==> src/rtl/core/bnp_pkg.sv <==
// ----------------------------------------------------------------------------
// bnp_pkg
// Shared types and constants of the buzzer note player.
// ----------------------------------------------------------------------------
package bnp_pkg;

    // Longest rest in ticks
    localparam logic [18:0] REST_CAP = 19'd500000;

    // Input action codes
    localparam logic [1:0] ACT_START = 2'd0;
    localparam logic [1:0] ACT_LOAD  = 2'd1;
    localparam logic [1:0] ACT_TICK  = 2'd2;

    typedef enum logic [1:0] {
        CMD_NOP   = 2'd0,
        CMD_START = 2'd1,
        CMD_LOAD  = 2'd2,
        CMD_TICK  = 2'd3
    } bnp_kind_t;

    // Classified request, handed from the front end to the execution unit
    typedef struct packed {
        bnp_kind_t   kind;
        logic [18:0] rest_cap;   // rest limited to REST_CAP
        logic        rest_zero;  // tone starts on the load itself
        logic [15:0] period;
        logic [23:0] duration;
        logic        instant;    // zero duration or period below two
        logic [23:0] credit;     // elapsed time credited by an instant finish
        logic [23:0] load_add;   // amount added to the total on the load
    } bnp_cmd_t;

    typedef struct packed {
        logic pin_level;
        logic busy_res;
        logic stopped;
        logic note_finished;
        logic refused;
    } bnp_res_t;

    typedef enum logic [3:0] {
        PH_IDLE = 4'b0001,
        PH_REST = 4'b0010,
        PH_HIGH = 4'b0100,
        PH_LOW  = 4'b1000
    } bnp_phase_t;

endpackage

==> src/rtl/core/buzzer_note_player_unit.sv <==
// ----------------------------------------------------------------------------
// buzzer_note_player_unit
// Square-wave buzzer note player stepped by one-microsecond tick requests.
// ----------------------------------------------------------------------------
//
//  Channel   Handshake          Direction  Contents
//  -------   -----------------  ---------  --------------------------------------
//  request   push / full        in         action, note_rest, note_period,
//                                          note_duration
//  result    pop / empty        out        pin_level, busy_res, stopped,
//                                          note_finished, refused
//  config    cfg_wr_en          in         cfg_wr_data = max_play_time
//
//  One request per cycle sustained while the result queue has room. A taken
//  request is written into the command queue; the note sequencer then takes it
//  from the queue head, updates its state and writes the result into the
//  result queue.
//  The sequencer only advances when the result queue has room, so a stalled
//  pop holds the sequencer and, once the command queue fills, raises full.
//  Reset clears both queues, idles the sequencer and sets max_play_time to
//  its largest value; the block takes requests straight after reset.
//
module buzzer_note_player_unit
    import bnp_pkg::*;
#(
    parameter int unsigned QUEUE_DEPTH = 2
) (
    input  logic        clk,
    input  logic        rst_n,
    // Request queue side
    input  logic        push,
    output logic        full,
    input  logic [1:0]  action,
    input  logic [23:0] note_rest,
    input  logic [15:0] note_period,
    input  logic [23:0] note_duration,
    // Result queue side
    input  logic        pop,
    output logic        empty,
    output logic        pin_level,
    output logic        busy_res,
    output logic        stopped,
    output logic        note_finished,
    output logic        refused,
    // Playback limit register
    input  logic        cfg_wr_en,
    input  logic [30:0] cfg_wr_data
);

    localparam int unsigned CMD_W = $bits(bnp_cmd_t);
    localparam int unsigned RES_W = $bits(bnp_res_t);

    logic             cq_full;
    logic             cq_push;
    bnp_cmd_t         cq_din;
    logic [CMD_W-1:0] cq_dout;
    logic             cq_empty;
    logic             cq_pop;
    logic             rq_full;
    logic             rq_push;
    bnp_res_t         rq_din;
    logic [RES_W-1:0] rq_dout;
    bnp_res_t         res_head;

    // Decode and classify each request
    bnp_front u_front (
        .push          (push),
        .full          (full),
        .action        (action),
        .note_rest     (note_rest),
        .note_period   (note_period),
        .note_duration (note_duration),
        .q_full        (cq_full),
        .q_push        (cq_push),
        .q_cmd         (cq_din)
    );

    // Command queue decouples the front end from the sequencer
    bnp_fifo #(
        .W     (CMD_W),
        .DEPTH (QUEUE_DEPTH)
    ) u_cmd_q (
        .clk   (clk),
        .rst_n (rst_n),
        .push  (cq_push),
        .din   (cq_din),
        .full  (cq_full),
        .pop   (cq_pop),
        .dout  (cq_dout),
        .empty (cq_empty)
    );

    // Run the note sequencer and the playback total
    bnp_exec u_exec (
        .clk         (clk),
        .rst_n       (rst_n),
        .cfg_wr_en   (cfg_wr_en),
        .cfg_wr_data (cfg_wr_data),
        .cmd_valid   (!cq_empty),
        .cmd         (bnp_cmd_t'(cq_dout)),
        .cmd_take    (cq_pop),
        .res_full    (rq_full),
        .res_push    (rq_push),
        .res         (rq_din)
    );

    // Result queue holds finished status while the consumer stalls
    bnp_fifo #(
        .W     (RES_W),
        .DEPTH (QUEUE_DEPTH)
    ) u_res_q (
        .clk   (clk),
        .rst_n (rst_n),
        .push  (rq_push),
        .din   (rq_din),
        .full  (rq_full),
        .pop   (pop),
        .dout  (rq_dout),
        .empty (empty)
    );

    assign res_head      = bnp_res_t'(rq_dout);
    assign pin_level     = res_head.pin_level;
    assign busy_res      = res_head.busy_res;
    assign stopped       = res_head.stopped;
    assign note_finished = res_head.note_finished;
    assign refused       = res_head.refused;

endmodule

==> src/rtl/core/bnp_fifo.sv <==
// ----------------------------------------------------------------------------
// bnp_fifo
// Small first-in first-out queue with push/full and pop/empty handshakes.
// ----------------------------------------------------------------------------
module bnp_fifo #(
    parameter int unsigned W     = 8,
    parameter int unsigned DEPTH = 2
) (
    input  logic         clk,
    input  logic         rst_n,
    input  logic         push,
    input  logic [W-1:0] din,
    output logic         full,
    input  logic         pop,
    output logic [W-1:0] dout,
    output logic         empty
);

    localparam int unsigned PW = (DEPTH > 1) ? $clog2(DEPTH) : 1;
    localparam int unsigned CW = $clog2(DEPTH + 1);

    logic [W-1:0]  mem_reg [DEPTH];
    logic [PW-1:0] wr_ptr_reg;
    logic [PW-1:0] wr_ptr_next;
    logic [PW-1:0] rd_ptr_reg;
    logic [PW-1:0] rd_ptr_next;
    logic [CW-1:0] count_reg;
    logic [CW-1:0] count_next;
    logic          do_push;
    logic          do_pop;

    assign full    = (count_reg == CW'(DEPTH));
    assign empty   = (count_reg == '0);
    assign do_push = push && !full;
    assign do_pop  = pop && !empty;
    assign dout    = mem_reg[rd_ptr_reg];

    always_comb
    begin
        wr_ptr_next = wr_ptr_reg;
        rd_ptr_next = rd_ptr_reg;
        count_next  = count_reg;
        if (do_push)
        begin
            wr_ptr_next = (wr_ptr_reg == PW'(DEPTH - 1)) ? '0 : wr_ptr_reg + 1'b1;
        end
        if (do_pop)
        begin
            rd_ptr_next = (rd_ptr_reg == PW'(DEPTH - 1)) ? '0 : rd_ptr_reg + 1'b1;
        end
        if (do_push && !do_pop)
        begin
            count_next = count_reg + 1'b1;
        end
        else if (do_pop && !do_push)
        begin
            count_next = count_reg - 1'b1;
        end
    end

    always_ff @(posedge clk or negedge rst_n)
    begin
        if (!rst_n)
        begin
            wr_ptr_reg <= '0;
            rd_ptr_reg <= '0;
            count_reg  <= '0;
        end
        else
        begin
            wr_ptr_reg <= wr_ptr_next;
            rd_ptr_reg <= rd_ptr_next;
            count_reg  <= count_next;
        end
    end

    always_ff @(posedge clk)
    begin
        if (do_push)
        begin
            mem_reg[wr_ptr_reg] <= din;
        end
    end

endmodule

==> src/rtl/core/bnp_front.sv <==
// ----------------------------------------------------------------------------
// bnp_front
// Front end: decode the action, cap the rest and precompute load amounts.
// ----------------------------------------------------------------------------
module bnp_front
    import bnp_pkg::*;
(
    input  logic        push,
    output logic        full,
    input  logic [1:0]  action,
    input  logic [23:0] note_rest,
    input  logic [15:0] note_period,
    input  logic [23:0] note_duration,
    input  logic        q_full,
    output logic        q_push,
    output bnp_cmd_t    q_cmd
);

    logic rest_over;
    logic dur_zero;
    logic per_short;

    assign full      = q_full;
    assign q_push    = push;
    assign rest_over = (note_rest > {5'd0, REST_CAP});
    assign dur_zero  = (note_duration == '0);
    assign per_short = (note_period < 16'd2);

    always_comb
    begin
        unique case (action)
            ACT_START: q_cmd.kind = CMD_START;
            ACT_LOAD:  q_cmd.kind = CMD_LOAD;
            ACT_TICK:  q_cmd.kind = CMD_TICK;
            default:   q_cmd.kind = CMD_NOP;
        endcase
        q_cmd.rest_cap  = rest_over ? REST_CAP : note_rest[18:0];
        q_cmd.rest_zero = (note_rest == '0);
        q_cmd.period    = note_period;
        q_cmd.duration  = note_duration;
        q_cmd.instant   = dur_zero || per_short;
        // Credit the whole duration at once for a period below two
        q_cmd.credit    = (!dur_zero && per_short) ? note_duration : '0;
        q_cmd.load_add  = q_cmd.rest_zero ? q_cmd.credit : {5'd0, q_cmd.rest_cap};
    end

endmodule

==> src/rtl/core/bnp_exec.sv <==
// ----------------------------------------------------------------------------
// bnp_exec
// Execution unit: note sequencer, playback total and status result.
// ----------------------------------------------------------------------------
module bnp_exec
    import bnp_pkg::*;
(
    input  logic        clk,
    input  logic        rst_n,
    input  logic        cfg_wr_en,
    input  logic [30:0] cfg_wr_data,
    input  logic        cmd_valid,
    input  bnp_cmd_t    cmd,
    output logic        cmd_take,
    input  logic        res_full,
    output logic        res_push,
    output bnp_res_t    res
);

    bnp_phase_t  phase_reg, phase_next;
    logic        stop_reg, stop_next;
    logic [18:0] rest_count_reg, rest_count_next;
    logic [14:0] half_count_reg, half_count_next;
    logic [14:0] half_length_reg, half_length_next;
    logic [15:0] period_reg, period_next;
    logic [23:0] duration_reg, duration_next;
    logic        instant_reg, instant_next;
    logic [23:0] credit_reg, credit_next;
    logic [24:0] elapsed_reg, elapsed_next;
    logic [31:0] total_reg, total_next;
    logic [30:0] max_time_reg;

    logic        load_ok;
    logic        rest_done;
    logic        half_done;
    logic        low_done;
    logic [24:0] elapsed_sum;
    logic [24:0] add_val;
    logic [32:0] sum_raw;
    logic [31:0] total_sat;
    logic        over_limit;
    logic        finished;
    logic        refused;

    assign cmd_take  = cmd_valid && !res_full;
    assign res_push  = cmd_take;

    assign load_ok     = (phase_reg == PH_IDLE) && !stop_reg;
    assign rest_done   = (rest_count_reg <= 19'd1);
    assign half_done   = (half_count_reg <= 15'd1);
    assign elapsed_sum = elapsed_reg + {9'd0, period_reg};
    assign low_done    = (elapsed_sum >= {1'b0, duration_reg});

    // Operand of the one saturating adder on the playback total
    always_comb
    begin
        add_val = '0;
        case (cmd.kind)
            CMD_LOAD:
            begin
                add_val = {1'b0, cmd.load_add};
            end
            CMD_TICK:
            begin
                if (phase_reg == PH_REST)
                begin
                    add_val = {1'b0, credit_reg};
                end
                else if (phase_reg == PH_LOW)
                begin
                    add_val = elapsed_sum;
                end
            end
            default:
            begin
                add_val = '0;
            end
        endcase
    end

    assign sum_raw    = {1'b0, total_reg} + {8'd0, add_val};
    assign total_sat  = sum_raw[32] ? '1 : sum_raw[31:0];
    assign over_limit = (total_sat > {1'b0, max_time_reg});

    always_comb
    begin
        phase_next       = phase_reg;
        stop_next        = stop_reg;
        rest_count_next  = rest_count_reg;
        half_count_next  = half_count_reg;
        half_length_next = half_length_reg;
        period_next      = period_reg;
        duration_next    = duration_reg;
        instant_next     = instant_reg;
        credit_next      = credit_reg;
        elapsed_next     = elapsed_reg;
        total_next       = total_reg;
        finished         = 1'b0;
        refused          = 1'b0;

        case (cmd.kind)
            CMD_START:
            begin
                total_next = '0;
                stop_next  = 1'b0;
            end
            CMD_LOAD:
            begin
                if (!load_ok)
                begin
                    refused = 1'b1;
                end
                else
                begin
                    period_next   = cmd.period;
                    duration_next = cmd.duration;
                    instant_next  = cmd.instant;
                    credit_next   = cmd.credit;
                    elapsed_next  = '0;
                    total_next    = total_sat;
                    if (!cmd.rest_zero)
                    begin
                        rest_count_next = cmd.rest_cap;
                        phase_next      = PH_REST;
                    end
                    else if (cmd.instant)
                    begin
                        finished = 1'b1;
                        stop_next = stop_reg || over_limit;
                        phase_next = PH_IDLE;
                    end
                    else
                    begin
                        half_length_next = cmd.period[15:1];
                        half_count_next  = cmd.period[15:1];
                        phase_next       = PH_HIGH;
                    end
                end
            end
            CMD_TICK:
            begin
                unique case (phase_reg)
                    PH_IDLE:
                    begin
                        phase_next = PH_IDLE;
                    end
                    PH_REST:
                    begin
                        rest_count_next = rest_count_reg - 1'b1;
                        if (rest_done)
                        begin
                            rest_count_next = '0;
                            elapsed_next    = '0;
                            if (instant_reg)
                            begin
                                total_next = total_sat;
                                stop_next  = stop_reg || over_limit;
                                finished   = 1'b1;
                                phase_next = PH_IDLE;
                            end
                            else
                            begin
                                half_length_next = period_reg[15:1];
                                half_count_next  = period_reg[15:1];
                                phase_next       = PH_HIGH;
                            end
                        end
                    end
                    PH_HIGH:
                    begin
                        half_count_next = half_count_reg - 1'b1;
                        if (half_done)
                        begin
                            half_count_next = half_length_reg;
                            phase_next      = PH_LOW;
                        end
                    end
                    PH_LOW:
                    begin
                        half_count_next = half_count_reg - 1'b1;
                        if (half_done)
                        begin
                            elapsed_next = elapsed_sum;
                            if (low_done)
                            begin
                                total_next = total_sat;
                                stop_next  = stop_reg || over_limit;
                                finished   = 1'b1;
                                phase_next = PH_IDLE;
                            end
                            else
                            begin
                                half_count_next = half_length_reg;
                                phase_next      = PH_HIGH;
                            end
                        end
                    end
                    default:
                    begin
                        phase_next = PH_IDLE;
                    end
                endcase
            end
            default:
            begin
                phase_next = phase_reg;
            end
        endcase
    end

    always_comb
    begin
        res.pin_level     = (phase_next == PH_HIGH);
        res.busy_res      = (phase_next != PH_IDLE);
        res.stopped       = stop_next;
        res.note_finished = finished;
        res.refused       = refused;
    end

    always_ff @(posedge clk or negedge rst_n)
    begin
        if (!rst_n)
        begin
            phase_reg       <= PH_IDLE;
            stop_reg        <= 1'b0;
            rest_count_reg  <= '0;
            half_count_reg  <= '0;
            half_length_reg <= '0;
            period_reg      <= '0;
            duration_reg    <= '0;
            instant_reg     <= 1'b0;
            credit_reg      <= '0;
            elapsed_reg     <= '0;
            total_reg       <= '0;
            max_time_reg    <= '1;
        end
        else
        begin
            if (cfg_wr_en)
            begin
                max_time_reg <= cfg_wr_data;
            end
            if (cmd_take)
            begin
                phase_reg       <= phase_next;
                stop_reg        <= stop_next;
                rest_count_reg  <= rest_count_next;
                half_count_reg  <= half_count_next;
                half_length_reg <= half_length_next;
                period_reg      <= period_next;
                duration_reg    <= duration_next;
                instant_reg     <= instant_next;
                credit_reg      <= credit_next;
                elapsed_reg     <= elapsed_next;
                total_reg       <= total_next;
            end
        end
    end

endmodule

==> config.mk <==
export PLATFORM = sky130hd
export DESIGN_NAME = buzzer_note_player_unit
export DESIGN_NICKNAME = d
export VERILOG_FILES = /design/src/rtl/core/bnp_pkg.sv /design/src/rtl/core/buzzer_note_player_unit.sv /design/src/rtl/core/bnp_fifo.sv /design/src/rtl/core/bnp_front.sv /design/src/rtl/core/bnp_exec.sv
export SDC_FILE = /design/constraint.sdc
export NUM_CORES = 1
export LEC_CHECK = 0
export BUFFER_PORTS_ARGS = -buffer_cell sky130_fd_sc_hd__buf_2
export CAP_MARGIN = 20
export CORE_MARGIN = 8
export CORE_UTILIZATION = 67
export CTS_CLUSTER_DIAMETER = 50
export CTS_CLUSTER_SIZE = 40
export DETAILED_ROUTE_END_ITERATION = 8
export PLACE_DENSITY = 0.89
export SLEW_MARGIN = 20
export SYNTH_ARGS = -nofsm -noshare
export SYNTH_HDL_FRONTEND = slang
export SYNTH_SLANG_ARGS = --single-unit
==> constraint.sdc <==
create_clock -name clk -period 10.68 [get_ports clk]
set_input_delay 1.602 -clock clk [delete_from_list [all_inputs] [get_ports clk]]
set_output_delay 1.602 -clock clk [all_outputs]
set_load 0.005 [all_outputs]
==> flow_summary.ini <==
[sta]
tightest_slew_ps = 960
fin_crit_ps = 7720
finClkSkew_ps = 36.4
holdWs_ps = 493
slew_headroom_pct = 34.1
fmax_ghz = 0.130
min_period_over_period_pct = 72.3
rsz0062_at_grt = false
fin_tns_setup_ps = 0
slew_violations = 0
finalSetupViolCount = 0
hold_viol = 0

[yosys]
synth_nets = 2329
syn_inst = 2121
synth-seq-cells = 447
yosysWarningCount = 0
synth_area_um2 = 23000
synth.top_cell.area_share_pct = 30.3
synth-edff-count = 232
synth_cell_types = 84
yosysTopAreaCell = edfxtp_1
async_reset_ff_share_pct = 48.1
synthTopCellsByArea = edfxtp_1 30%, dfrtp_1 20%, ha_1 5.7%
seq_area_frac_synth_pct = 53.8
syn-mean-instance-area_um2 = 10.8
synth-main-ff-cell = edfxtp_1

[setup_path]
rr_endpoint = u_res_q.mem_reg[0][2]
critPathMaxStageDelay_ps = 730
rrSetupSlack_ps = 2960
crit_type = flip-flop to flip-flop
start_kind = flip-flop
r2r.worst_path.cells = 28
cp_common_cell = a21oi_1
worstReg2RegStart = u_exec.period_reg[1]
crit_path_top_delay_cell = nand2_1
critPathCaptureType = flip-flop
critPathCapture = u_res_q.mem_reg[0][2]
crit_start = u_exec.period_reg[1]
cp_data_arrival_time_ps = 8020
cp.required_ps = 10980
path_max_fanout = 28

[die]
die_area_um2 = 40500
ios = 109
start_util_pct = 67.3
dieWidth_um = 201
die_h_um = 201
num_rows = 68
core_um2 = 34200

[route]
avgRoutedWirePerCell_um = 22.1
postRouteAntennaNets = 0
drtPass1Iterations = 6
routed_wl_mm = 59.4
drt-initial-drc-count = 2187
drc = 0
dr_total_vias = 17600
viasPerCell = 6.56

[clocking]
cts_hold_buffers = 0
cts_made_buffers = 39
cts_sinks = 447
cts_tree = yes
postCtsSetupBuffers = 0
clk_latency_ps = 570
htree_levels = 2
clockRootBuffer = clkbuf_16
cts_buffer_depth = 3
ctsResizeCount = 0
cts.reportedPaths.clkPinSlew_ps = 100

[placement]
place_area_um2 = 24000
io_buffers = 108
post-dp-hpwl_mm = 40.5
gp_congestion = 0.952

[pwr]
p_per_area_nw_per_um2 = 271
ir_drop_v = 0.000234
p_leak_uw = 0.0110

[flow_run]
cap_violations = 0

[grt]
grt_max_degree = 131
grt_pass1_wl_mm = 94.5
overflow = 0
grt_use_total_pct = 28.7
grt_pass1_vias = 17400
antenna_found_initial = 1

[finish]
syn2layout_area_growth_pct = 10.8
final_nets = 2406
design_area_um2 = 25500
final_core_util_pct = 74.5
largest_register_ffs = 222
n_antenna_cell = 0
drive_gt1_share_pct = 13.2

[status]
status = finished, final reports clean

[min_path]
hold_class = flip-flop to flip-flop
-- cell usage after synthesis, drive strengths merged, types with 9 or more instances --
| master | number |
|---|---|
| edfxtp | 232 |
| nand2 | 228 |
| o21ai | 208 |
| dfrtp | 183 |
| nor2 | 154 |
| mux2i | 116 |
| a21oi | 107 |
| ha | 104 |
| inv | 102 |
| clkbuf | 68 |
| and2 | 50 |
| a22o | 42 |
| xnor2 | 38 |
| a21o | 37 |
| dfstp | 32 |
| nor3 | 31 |
| buf | 30 |
| xor2 | 29 |
| o211ai | 27 |
| nor4 | 24 |
| a221o | 23 |
| nand3 | 20 |
| and3 | 18 |
| nand4 | 17 |
| a211oi | 16 |
| mux2 | 15 |
| nand2b | 13 |
| o22ai | 13 |
| nor2b | 12 |
| a31oi | 11 |
| o21a | 11 |
| or3 | 9 |
-- layout by cell type, fill, tap and decap left out, types with 20 or more instances in the layout --
master,count
edfxtp_1,232
nand2_1,224
o21ai_0,202
dfrtp_1,182
nor2_1,152
mux2i_1,116
buf_2,107
a21oi_1,106
ha_1,104
inv_1,102
and2_1,49
a22o_1,42
clkbuf_16,42
xnor2_1,38
a21o_1,37
dfstp_2,32
nor3_1,30
xor2_1,29
o211ai_1,27
buf_4,25
a221o_1,23
nand3_1,20
-- logic make-up after synthesis --
family / after synthesis / synth area share (%)
AND/OR/NAND/NOR: 608 / 12.8
AO/OA/AOI/OAI: 562 / 15.8
flip-flops: 447 / 53.8
buffers and inverters: 200 / 3.42
multiplexers: 131 / 5.78
adder cells (fa/ha/maj): 106 / 5.83
XOR/XNOR: 67 / 2.55
-- area by class of cell --
class / count / area [um^2]
clock inverter: 29 / 425
multi-input combinational: 1474 / 9900
tap: 455 / 569
fill: 2171 / 8710
clock buffer: 43 / 1060
inverter: 102 / 383
sequential: 447 / 12400
timing repair buffer: 134 / 752
-- worst min path at each step --
stage | startpoint | end | cells past startpoint
after floorplan | u_exec.credit_reg[18] | u_exec.credit_reg[18] | 2
after global placement | u_exec.duration_reg[2] | u_exec.duration_reg[2] | 2
after detailed placement | u_exec.credit_reg[11] | u_exec.credit_reg[11] | 2
after CTS | u_res_q.wr_ptr_reg | u_res_q.wr_ptr_reg | 1
after global routing | u_cmd_q.count_reg[1] | u_cmd_q.count_reg[1] | 1
final | u_res_q.wr_ptr_reg | u_res_q.wr_ptr_reg | 1
-- routing by layer --
| layer | global-route usage, % | vias to the layer above | wire [um] |
|---|---|---|---|
| li1 | - | 7912 | - |
| met1 | 37.9 | 8546 | 23600 |
| met2 | 46.8 | 967 | 28000 |
| met3 | 5.53 | 177 | 5400 |
| met4 | 10.9 | 2 | 2420 |
| met5 | 0 | - | 17 |
-- power by group --
| part | switching [uW] | internal, uW | total [uW] | leakage, uW |
|---|---|---|---|---|
| sequential | 371 | 2350 | 2730 | 0.00483 |
| clock | 769 | 816 | 1590 | 0.000717 |
| combinational | 1640 | 956 | 2590 | 0.00544 |
| total | 2780 | 4130 | 6900 | 0.0110 |
-- worst max-delay path: cells and delay by family, from the launching register on --
family          cells  cell delay, ps
compound gates     18            3910
simple gates        6            1870
fa+ha+maj           3            1020
flops               1             450
xor+xnor            1             180
-- per-stage QoR --
stage,setup slack (ps),std cells,total power [uW]
after CTS,3140,2684,6840
after floorplan,3790,2121,4480
after global routing,2320,2684,7270
after detailed placement,3190,2612,5230
after global placement,3510,2611,5080
final,2960,2684,6900
No activity file was read; power rests on OpenSTA's default activity.
